$ cat src/rtl/core/pke_pkg.sv
`default_nettype none

package pke_pkg;

  localparam int unsigned FREQ_W        = 17;
  localparam int unsigned COPIES_W      = 16;
  localparam int unsigned KIN_W         = 24;
  localparam int unsigned PSUM_W        = 48;
  localparam int unsigned VSUM_W        = 40;
  localparam int unsigned PROD_W        = 36;
  localparam int unsigned VAR_W         = 34;
  localparam int unsigned FRAC_BITS_DEF = 16;
  localparam int unsigned QDEPTH        = 4;
  localparam int unsigned QCNT_W        = $clog2(QDEPTH + 1);
  localparam int unsigned QPTR_W        = $clog2(QDEPTH);

  localparam logic [FREQ_W-1:0] ONE_Q16 = FREQ_W'(65536);

  typedef struct packed {
    logic [FREQ_W-1:0]   freq_first;
    logic [FREQ_W-1:0]   freq_second;
    logic [FREQ_W-1:0]   ref_freq;
    logic [COPIES_W-1:0] gene_copies;
    logic                data_missing;
    logic                last_allele;
  } pke_in_t;

  typedef struct packed {
    logic signed [KIN_W-1:0] kinship;
    logic                    locus_missing;
    logic                    zero_denominator;
  } pke_out_t;

  // one finished locus handed from the front to the divider
  typedef struct packed {
    logic signed [PSUM_W-1:0] psum;
    logic [VSUM_W-1:0]        vsum;
    logic [COPIES_W-1:0]      copies;
    logic                     missing;
  } pke_rec_t;

  typedef struct packed {
    logic [QCNT_W-1:0] count;
    logic              empty;
  } pke_qstat_t;

  function automatic logic [FREQ_W-1:0] clamp_freq(input logic [FREQ_W-1:0] v);
    return (v > ONE_Q16) ? ONE_Q16 : v;
  endfunction

endpackage

`default_nettype wire

$ cat src/rtl/core/pke_front.sv
`default_nettype none

module pke_front import pke_pkg::*; (
  input  wire logic       clk_i,
  input  wire logic       rst_ni,
  input  wire logic       push_i,
  output logic            full_o,
  input  wire pke_in_t    item_i,
  input  wire pke_qstat_t qstat_i,
  output logic            wr_o,
  output pke_rec_t        rec_o
);

  logic                      a_vld_q;
  logic signed [PROD_W-1:0]  a_prod_q, a_prod_d;
  logic [VAR_W-1:0]          a_var_q, a_var_d;
  logic [COPIES_W-1:0]       a_copies_q;
  logic                      a_miss_q, a_last_q;

  logic signed [PSUM_W-1:0]  psum_q, psum_sat;
  logic [VSUM_W-1:0]         vsum_q, vsum_sat;
  logic                      miss_q;

  logic [FREQ_W-1:0]         fa, fb, fp;
  logic signed [FREQ_W:0]    da, db;
  logic signed [PSUM_W:0]    psum_sum;
  logic [VSUM_W:0]           vsum_sum;
  logic                      accept;

  assign full_o = (qstat_i.count + QCNT_W'(a_vld_q && a_last_q)) >= QCNT_W'(QDEPTH);
  assign accept = push_i && !full_o;

  always_comb begin
    fa       = clamp_freq(item_i.freq_first);
    fb       = clamp_freq(item_i.freq_second);
    fp       = clamp_freq(item_i.ref_freq);
    da       = $signed({1'b0, fa}) - $signed({1'b0, fp});
    db       = $signed({1'b0, fb}) - $signed({1'b0, fp});
    a_prod_d = da * db;
    a_var_d  = VAR_W'(fp) * VAR_W'(ONE_Q16 - fp);
  end

  always_comb begin
    psum_sum = $signed({psum_q[PSUM_W-1], psum_q})
             + $signed({{(PSUM_W + 1 - PROD_W){a_prod_q[PROD_W-1]}}, a_prod_q});
    if (psum_sum[PSUM_W] != psum_sum[PSUM_W-1]) begin
      psum_sat = psum_sum[PSUM_W] ? {1'b1, {(PSUM_W-1){1'b0}}} : {1'b0, {(PSUM_W-1){1'b1}}};
    end else begin
      psum_sat = psum_sum[PSUM_W-1:0];
    end
    vsum_sum = {1'b0, vsum_q} + (VSUM_W + 1)'(a_var_q);
    vsum_sat = vsum_sum[VSUM_W] ? {VSUM_W{1'b1}} : vsum_sum[VSUM_W-1:0];
  end

  assign wr_o          = a_vld_q && a_last_q;
  assign rec_o.psum    = psum_sat;
  assign rec_o.vsum    = vsum_sat;
  assign rec_o.copies  = a_copies_q;
  assign rec_o.missing = miss_q || a_miss_q;

  always_ff @(posedge clk_i or negedge rst_ni) begin
    if (!rst_ni) begin
      a_vld_q <= 1'b0;
      psum_q  <= '0;
      vsum_q  <= '0;
      miss_q  <= 1'b0;
    end else begin
      a_vld_q <= accept;
      if (a_vld_q) begin
        if (a_last_q) begin
          psum_q <= '0;
          vsum_q <= '0;
          miss_q <= 1'b0;
        end else begin
          psum_q <= psum_sat;
          vsum_q <= vsum_sat;
          miss_q <= miss_q || a_miss_q;
        end
      end
    end
  end

  always_ff @(posedge clk_i) begin
    if (accept) begin
      a_prod_q   <= a_prod_d;
      a_var_q    <= a_var_d;
      a_copies_q <= item_i.gene_copies;
      a_miss_q   <= item_i.data_missing;
      a_last_q   <= item_i.last_allele;
    end
  end

endmodule

`default_nettype wire

$ cat src/rtl/core/pke_fifo.sv
`default_nettype none

module pke_fifo import pke_pkg::*; (
  input  wire logic     clk_i,
  input  wire logic     rst_ni,
  input  wire logic     wr_i,
  input  wire pke_rec_t wr_data_i,
  input  wire logic     rd_i,
  output pke_rec_t      rd_data_o,
  output pke_qstat_t    stat_o
);

  pke_rec_t          mem_q [QDEPTH];
  logic [QPTR_W-1:0] wptr_q, rptr_q;
  logic [QCNT_W-1:0] cnt_q;

  assign rd_data_o    = mem_q[rptr_q];
  assign stat_o.count = cnt_q;
  assign stat_o.empty = (cnt_q == '0);

  always_ff @(posedge clk_i or negedge rst_ni) begin
    if (!rst_ni) begin
      wptr_q <= '0;
      rptr_q <= '0;
      cnt_q  <= '0;
    end else begin
      if (wr_i) begin
        wptr_q <= wptr_q + QPTR_W'(1);
      end
      if (rd_i) begin
        rptr_q <= rptr_q + QPTR_W'(1);
      end
      cnt_q <= cnt_q + QCNT_W'(wr_i) - QCNT_W'(rd_i);
    end
  end

  always_ff @(posedge clk_i) begin
    if (wr_i) begin
      mem_q[wptr_q] <= wr_data_i;
    end
  end

endmodule

`default_nettype wire

$ cat src/rtl/core/pke_back.sv
`default_nettype none

module pke_back import pke_pkg::*; #(
  parameter int unsigned FRAC_BITS = FRAC_BITS_DEF
) (
  input  wire logic       clk_i,
  input  wire logic       rst_ni,
  input  wire pke_rec_t   rec_i,
  input  wire pke_qstat_t qstat_i,
  output logic            rd_o,
  output pke_out_t        result_o,
  output logic            empty_o,
  input  wire logic       pop_i
);

  localparam int unsigned T_W  = PSUM_W + 1;
  localparam int unsigned DW   = T_W + FRAC_BITS;
  localparam int unsigned CW   = $clog2(DW + 1);
  localparam int unsigned RW   = VSUM_W + 1;
  localparam int unsigned SATB = KIN_W - 1;

  localparam logic [2:0] ST_IDLE = 3'd0;
  localparam logic [2:0] ST_CORR = 3'd1;
  localparam logic [2:0] ST_SUM  = 3'd2;
  localparam logic [2:0] ST_LOAD = 3'd3;
  localparam logic [2:0] ST_KIN  = 3'd4;
  localparam logic [2:0] ST_FIN  = 3'd5;

  logic [2:0]               state_q, state_d;
  logic [DW-1:0]            dvd_q, dvd_d;
  logic [VSUM_W-1:0]        dsr_q, dsr_d;
  logic [RW-1:0]            rem_q, rem_d, rem_sh;
  logic [VSUM_W-1:0]        quot_q, quot_d;
  logic                     ovf_q, ovf_d;
  logic [CW-1:0]            cnt_q, cnt_d;
  logic signed [PSUM_W-1:0] psum_q, psum_d;
  logic [VSUM_W-1:0]        vsum_q, vsum_d;
  logic signed [T_W-1:0]    t_q, t_d;
  logic                     neg_q, neg_d;
  logic                     miss_q, miss_d, zden_q, zden_d;
  pke_out_t                 out_q, out_d;
  logic                     out_vld_q, out_vld_d;
  logic [COPIES_W-1:0]      divisor;
  logic                     ge, sat;
  logic [KIN_W-1:0]         mag;
  logic [T_W-1:0]           tabs;

  assign result_o = out_q;
  assign empty_o  = !out_vld_q;

  always_comb begin
    divisor = (rec_i.copies < COPIES_W'(2)) ? COPIES_W'(1) : rec_i.copies - COPIES_W'(1);
    rem_sh  = {rem_q[RW-2:0], dvd_q[DW-1]};
    ge      = rem_sh >= {1'b0, dsr_q};
    sat     = ovf_q || (quot_q[VSUM_W-1:SATB] != '0);
    mag     = {1'b0, quot_q[SATB-1:0]};
    tabs    = t_q[T_W-1] ? T_W'(-t_q) : T_W'(t_q);
  end

  always_comb begin
    state_d   = state_q;
    dvd_d     = dvd_q;
    dsr_d     = dsr_q;
    rem_d     = rem_q;
    quot_d    = quot_q;
    ovf_d     = ovf_q;
    cnt_d     = cnt_q;
    psum_d    = psum_q;
    vsum_d    = vsum_q;
    t_d       = t_q;
    neg_d     = neg_q;
    miss_d    = miss_q;
    zden_d    = zden_q;
    out_d     = out_q;
    out_vld_d = out_vld_q && !pop_i;
    rd_o      = 1'b0;
    unique case (state_q) inside
      ST_IDLE: begin
        if (!qstat_i.empty) begin
          rd_o   = 1'b1;
          psum_d = rec_i.psum;
          vsum_d = rec_i.vsum;
          miss_d = rec_i.missing;
          zden_d = !rec_i.missing && (rec_i.vsum == '0);
          quot_d = '0;
          ovf_d  = 1'b0;
          neg_d  = 1'b0;
          if (rec_i.missing || rec_i.vsum == '0) begin
            state_d = ST_FIN;
          end else begin
            dvd_d   = {rec_i.vsum, {(DW - VSUM_W){1'b0}}};
            dsr_d   = VSUM_W'(divisor);
            rem_d   = '0;
            cnt_d   = CW'(VSUM_W);
            state_d = ST_CORR;
          end
        end
      end
      ST_CORR, ST_KIN: begin
        dvd_d  = dvd_q << 1;
        rem_d  = ge ? rem_sh - {1'b0, dsr_q} : rem_sh;
        quot_d = {quot_q[VSUM_W-2:0], ge};
        ovf_d  = ovf_q || quot_q[VSUM_W-1];
        cnt_d  = cnt_q - CW'(1);
        if (cnt_q == CW'(1)) begin
          state_d = (state_q == ST_CORR) ? ST_SUM : ST_FIN;
        end
      end
      ST_SUM: begin
        t_d     = $signed({psum_q[PSUM_W-1], psum_q}) + $signed({1'b0, quot_q});
        state_d = ST_LOAD;
      end
      ST_LOAD: begin
        neg_d   = t_q[T_W-1];
        dvd_d   = {tabs, {FRAC_BITS{1'b0}}};
        dsr_d   = vsum_q;
        rem_d   = '0;
        quot_d  = '0;
        ovf_d   = 1'b0;
        cnt_d   = CW'(DW);
        state_d = ST_KIN;
      end
      ST_FIN: begin
        if (!out_vld_q || pop_i) begin
          out_vld_d              = 1'b1;
          out_d.locus_missing    = miss_q;
          out_d.zero_denominator = zden_q;
          if (sat) begin
            out_d.kinship = neg_q ? {1'b1, {SATB{1'b0}}} : {1'b0, {SATB{1'b1}}};
          end else begin
            out_d.kinship = neg_q ? -$signed(mag) : $signed(mag);
          end
          state_d = ST_IDLE;
        end
      end
      default: begin
        state_d = ST_IDLE;
      end
    endcase
  end

  always_ff @(posedge clk_i or negedge rst_ni) begin
    if (!rst_ni) begin
      state_q   <= ST_IDLE;
      out_vld_q <= 1'b0;
      cnt_q     <= '0;
    end else begin
      state_q   <= state_d;
      out_vld_q <= out_vld_d;
      cnt_q     <= cnt_d;
    end
  end

  always_ff @(posedge clk_i) begin
    dvd_q  <= dvd_d;
    dsr_q  <= dsr_d;
    rem_q  <= rem_d;
    quot_q <= quot_d;
    ovf_q  <= ovf_d;
    psum_q <= psum_d;
    vsum_q <= vsum_d;
    t_q    <= t_d;
    neg_q  <= neg_d;
    miss_q <= miss_d;
    zden_q <= zden_d;
    out_q  <= out_d;
  end

endmodule

`default_nettype wire

$ cat src/rtl/core/pairwise_kinship_estimator_top.sv
// channel   direction  handshake            payload
// items     in         push / full          item_i   (pke_in_t)
// results   out        empty / pop          result_o (pke_out_t)
//
// Alleles are taken one per cycle unless full: multiply stage, then running sums.
// The last allele of a locus drops a record into a 4-entry queue.
// A shared 1-bit-per-cycle divider then runs two divisions for each valid locus
// (setup, correction, sum, load, kinship, output); flagged loci go to output.
// full rises when the queue cannot take another locus; results wait in an
// output register while the next locus is divided. Reset clears all control.
`default_nettype none

module pairwise_kinship_estimator_top import pke_pkg::*; #(
  parameter int unsigned FRAC_BITS = FRAC_BITS_DEF
) (
  input  wire logic    clk_i,
  input  wire logic    rst_ni,
  input  wire logic    push,
  output logic         full,
  input  wire pke_in_t item_i,
  output logic         empty,
  input  wire logic    pop,
  output pke_out_t     result_o
);

  pke_qstat_t qstat;
  pke_rec_t   wr_rec, rd_rec;
  logic       q_wr, q_rd;

  pke_front u_front (
    .clk_i   (clk_i),
    .rst_ni  (rst_ni),
    .push_i  (push),
    .full_o  (full),
    .item_i  (item_i),
    .qstat_i (qstat),
    .wr_o    (q_wr),
    .rec_o   (wr_rec)
  );

  pke_fifo u_fifo (
    .clk_i     (clk_i),
    .rst_ni    (rst_ni),
    .wr_i      (q_wr),
    .wr_data_i (wr_rec),
    .rd_i      (q_rd),
    .rd_data_o (rd_rec),
    .stat_o    (qstat)
  );

  pke_back #(
    .FRAC_BITS (FRAC_BITS)
  ) u_back (
    .clk_i    (clk_i),
    .rst_ni   (rst_ni),
    .rec_i    (rd_rec),
    .qstat_i  (qstat),
    .rd_o     (q_rd),
    .result_o (result_o),
    .empty_o  (empty),
    .pop_i    (pop)
  );

`ifndef SYNTHESIS
  a_queue_bound: assert property (@(posedge clk_i) disable iff (!rst_ni)
    qstat.count <= QCNT_W'(QDEPTH))
    else $error("locus queue overflow");

  a_full_when_queue_full: assert property (@(posedge clk_i) disable iff (!rst_ni)
    qstat.count == QCNT_W'(QDEPTH) |-> full)
    else $error("input open while locus queue is full");

  a_flags_exclusive: assert property (@(posedge clk_i) disable iff (!rst_ni)
    !empty |-> !(result_o.locus_missing && result_o.zero_denominator))
    else $error("both invalid flags set");

  a_flagged_zero: assert property (@(posedge clk_i) disable iff (!rst_ni)
    (!empty && (result_o.locus_missing || result_o.zero_denominator))
      |-> result_o.kinship == '0)
    else $error("flagged locus carries an estimate");
`endif

endmodule

`default_nettype wire

$ cat config.mk
export PLATFORM = sky130hd
export DESIGN_NAME = pairwise_kinship_estimator_top
export DESIGN_NICKNAME = d
export VERILOG_FILES = /design/src/rtl/core/pke_pkg.sv /design/src/rtl/core/pke_front.sv /design/src/rtl/core/pke_fifo.sv /design/src/rtl/core/pke_back.sv /design/src/rtl/core/pairwise_kinship_estimator_top.sv
export SDC_FILE = /design/constraint.sdc
export NUM_CORES = 2
export LEC_CHECK = 0
export BUFFER_PORTS_ARGS = -buffer_cell sky130_fd_sc_hd__buf_2
export CORE_MARGIN = 5
export CORE_UTILIZATION = 25
export DETAILED_ROUTE_END_ITERATION = 10
export PLACE_DENSITY = 0.51
export SYNTH_ARGS = -nofsm -noshare
export SYNTH_HDL_FRONTEND = slang
export SYNTH_SLANG_ARGS = --single-unit
$ cat constraint.sdc
create_clock -name clk_i -period 12.7 [get_ports clk_i]
set_input_delay 0.635 -clock clk_i [delete_from_list [all_inputs] [get_ports clk_i]]
set_output_delay 0.635 -clock clk_i [all_outputs]
set_load 0.05 [all_outputs]
==> reports/qor.csv <==
metric,value,unit
holdPathStages,1,
drt_iter0_markers,3101,
first_global_vias,48209,
cts_inserted_buffers,103,
grt.total_usage,12.52,%
wl,185400,microns
relSlewSlack,9.241,%
ant_nets,0,
placementRows,195,
synth_ff_type,edfxtp_1,
reg2regPathDepth,10,
dp_hpwl,139400,microns
dr.pass1.iters,5,
setup_viol,0,
synth-seq-cells,951,
ys_top_cells_by_area,"edfxtp_1, fa_1, ha_1, inv_1, dfrtp_1",
cap_violations,0,
final_util,28.19,%
crit_arrival,11470,ps
path_class,input port to flop,
routedWlPerCell,18.09,microns
die_x,541.4,microns
outcome,completed,
layout_common_cells,"inv_1, edfxtp_1, fa_1, nand2_1, ha_1",
io_buffers,100,
clock.fmax,0.09060,GHz
drv_slew,0,
syn_inst,6308,
syn_to_final_growth,12.54,%
synthArstFlopShare,11.36,%
syn_avg_cell_area,11.19,sq um
grt_pass1_wl,290300,microns
cts_root_buf,clkbuf_16,
antenna_found_initial,7,
hold_viol,0,
critPathLaunchType,input port,
yosysWarnings,0,
gp_congestion,0.8734,
worst_pin_slew,1360,ps
drive_above_1_share,8.349,%
start_util,25.05,%
cp-end-kind,flop,
fin_tns_setup,0,ps
drc,0,
period_needed,11040,ps
hold_class,input port to flop,
slowest_delay,940,ps
syn_area,70590,sq um
cts_setup_buffers,0,
path_max_fanout,17,
filler_cell_count,29091,
core,281800,sq um
cts_sinks,951,
critPathMostFrequentCell,inv_1,
rsz0062_at_grt,no,
yosysUniqueCellTypes,93,
vias,46296,
required,13130,ps
globalRouteOverflowTotal,0,
vias_per_cell,4.518,
cts.clk_slew.worst_paths,60,ps
synth_edf_count,843,
cp_slowest_cell,nor4_1,
diodes,0,
fin_nets,7511,
clkLatencyLatePin,710,ps
finClkSkew,27.16,ps
grt_max_degree,87,
clockBufferDepth,3,
netlist.area_leader.share,35.86,%
final_common_cell,inv_1,
fin_crit_sh,86.91,%
cts_tree,built,
synth_top_area_cell,edfxtp_1,
ctsHtreeMaxLevel,3,
die_h,541.4,microns
ys_seq_area_share,39.69,%
die-area,293100,sq um
io-pin-count,101,
[area by class of cell]
cell class	count	area, sq um	area share [%]
multi-input combinational	4270	38600	48.59
clock inverter	84	1011	1.273
sequential	951	28030	35.28
inverter	908	3411	4.293
clock buffer	111	2608	3.282
tap	3743	4683	5.895
timing repair buffer	180	1106	1.392
[final timing paths]
| kind | startpoint | end | slack [ps] |
|---|---|---|---|
| max in group asynchronous | rst_ni | u_front.a_vld_q$_DFF_PN0_ | 10480 |
| setup / recovery | item_i[19] | u_front.a_prod_q[33]$_DFFE_PP_ | 1660 |
| setup reg to reg | u_fifo.rptr_q[0]$_DFFE_PN0P_ | u_back.dvd_q[56]$_DFFE_PP_ | 7000 |
| hold reg to reg | u_front.miss_q$_DFFE_PN0P_ | u_front.miss_q$_DFFE_PN0P_ | 490 |
| min in group asynchronous | rst_ni | u_back.out_vld_q$_DFF_PN0_ | 400 |
| hold / removal | item_i[12] | u_front.a_copies_q[10]$_DFFE_PP_ | 110 |
[through the flow]
| stage | setup slack (ps) | hold WS, ps | cell area (sq um) | instances |
|---|---|---|---|---|
| 3_5_place_dp | 898.8 | 479.9 | 75810 | 10051 |
| 5_1_grt | 844.3 | 51.68 | 79440 | 10247 |
| 2_1_floorplan | 3032 | 339.4 | 70730 | 6347 |
| 6_report | 1662 | 107.7 | 79440 | 10247 |
| 4_1_cts | 1660 | 37.33 | 79440 | 10247 |
| 3_3_place_gp | 1273 | 469.1 | 75810 | 10051 |
[metal layers]
metal	vias up	track usage [%]	part of all wire, %
met4	0	2.834	2.2
li1	21798	-	-
met5	-	0	0
met1	23165	18.61	50
met2	1086	19.12	43
met3	247	1.964	4.9
[what timing repair did]
action                                 in CTS  in global routing
setup endpoints to repair                   0                  0
hold buffers                                1                  0
resized for setup                           0                  0
endpoints found under the hold margin      15                  0
[critical path: cells and delay by family]
kind                       cells  cell delay, ps
AOI/OAI and AO/OA             12            2950
buffers and inverters          8            1100
and+or+nand+nor                7            2790
adders and majority gates      8            3980
[sequential cells by signal (all words and copies together), names as in the netlist, 2 cells and up]
register	count
u_back.cnt_q	7
u_back.state_q	3
u_back.quot_q	40
u_front.a_copies_q	16
u_back.dsr_q	40
u_front.a_var_q	33
u_fifo.mem_q	420
u_front.vsum_q	40
u_fifo.wptr_q	2
u_back.t_q	49
u_back.rem_q	40
u_fifo.rptr_q	2
u_fifo.cnt_q	3
u_front.psum_q	48
u_back.vsum_q	40
u_front.a_prod_q	36
u_back.psum_q	48
u_back.result_o	26
u_back.dvd_q	49
[cells by family (layout without fill, tap and decap cells)]
| group | after synthesis | count (layout) | synth area share, % |
|---|---|---|---|
| adders and majority gates | 1026 | 1026 | 25.00 |
| and+or+nand+nor | 1666 | 1666 | 11.59 |
| muxes | 116 | 116 | 3.515 |
| other | 2 | 41 | 0.01064 |
| AOI/OAI and AO/OA | 1096 | 1096 | 10.09 |
| DFF | 951 | 951 | 39.69 |
| xor gates and xnor gates | 325 | 325 | 4.033 |
| buffers and inverters | 1126 | 1283 | 6.069 |
[cells in the mapped netlist (52+ instances only)]
library cell / number
nor3_1: 75
nor2b_1: 78
o21ai_0: 260
inv_1: 904
dfrtp_1: 108
nor2_1: 364
xnor2_1: 185
xor2_1: 140
mux4_2: 105
a21oi_1: 276
clkbuf_1: 170
nand2b_1: 232
fa_1: 641
a21o_1: 104
nand2_1: 489
edfxtp_1: 843
nand3_1: 78
o21a_1: 52
and2_1: 116
ha_1: 383
Power is not shown: default switching activity piles up to over one toggle a cycle in this logic, so the estimate is an artifact.
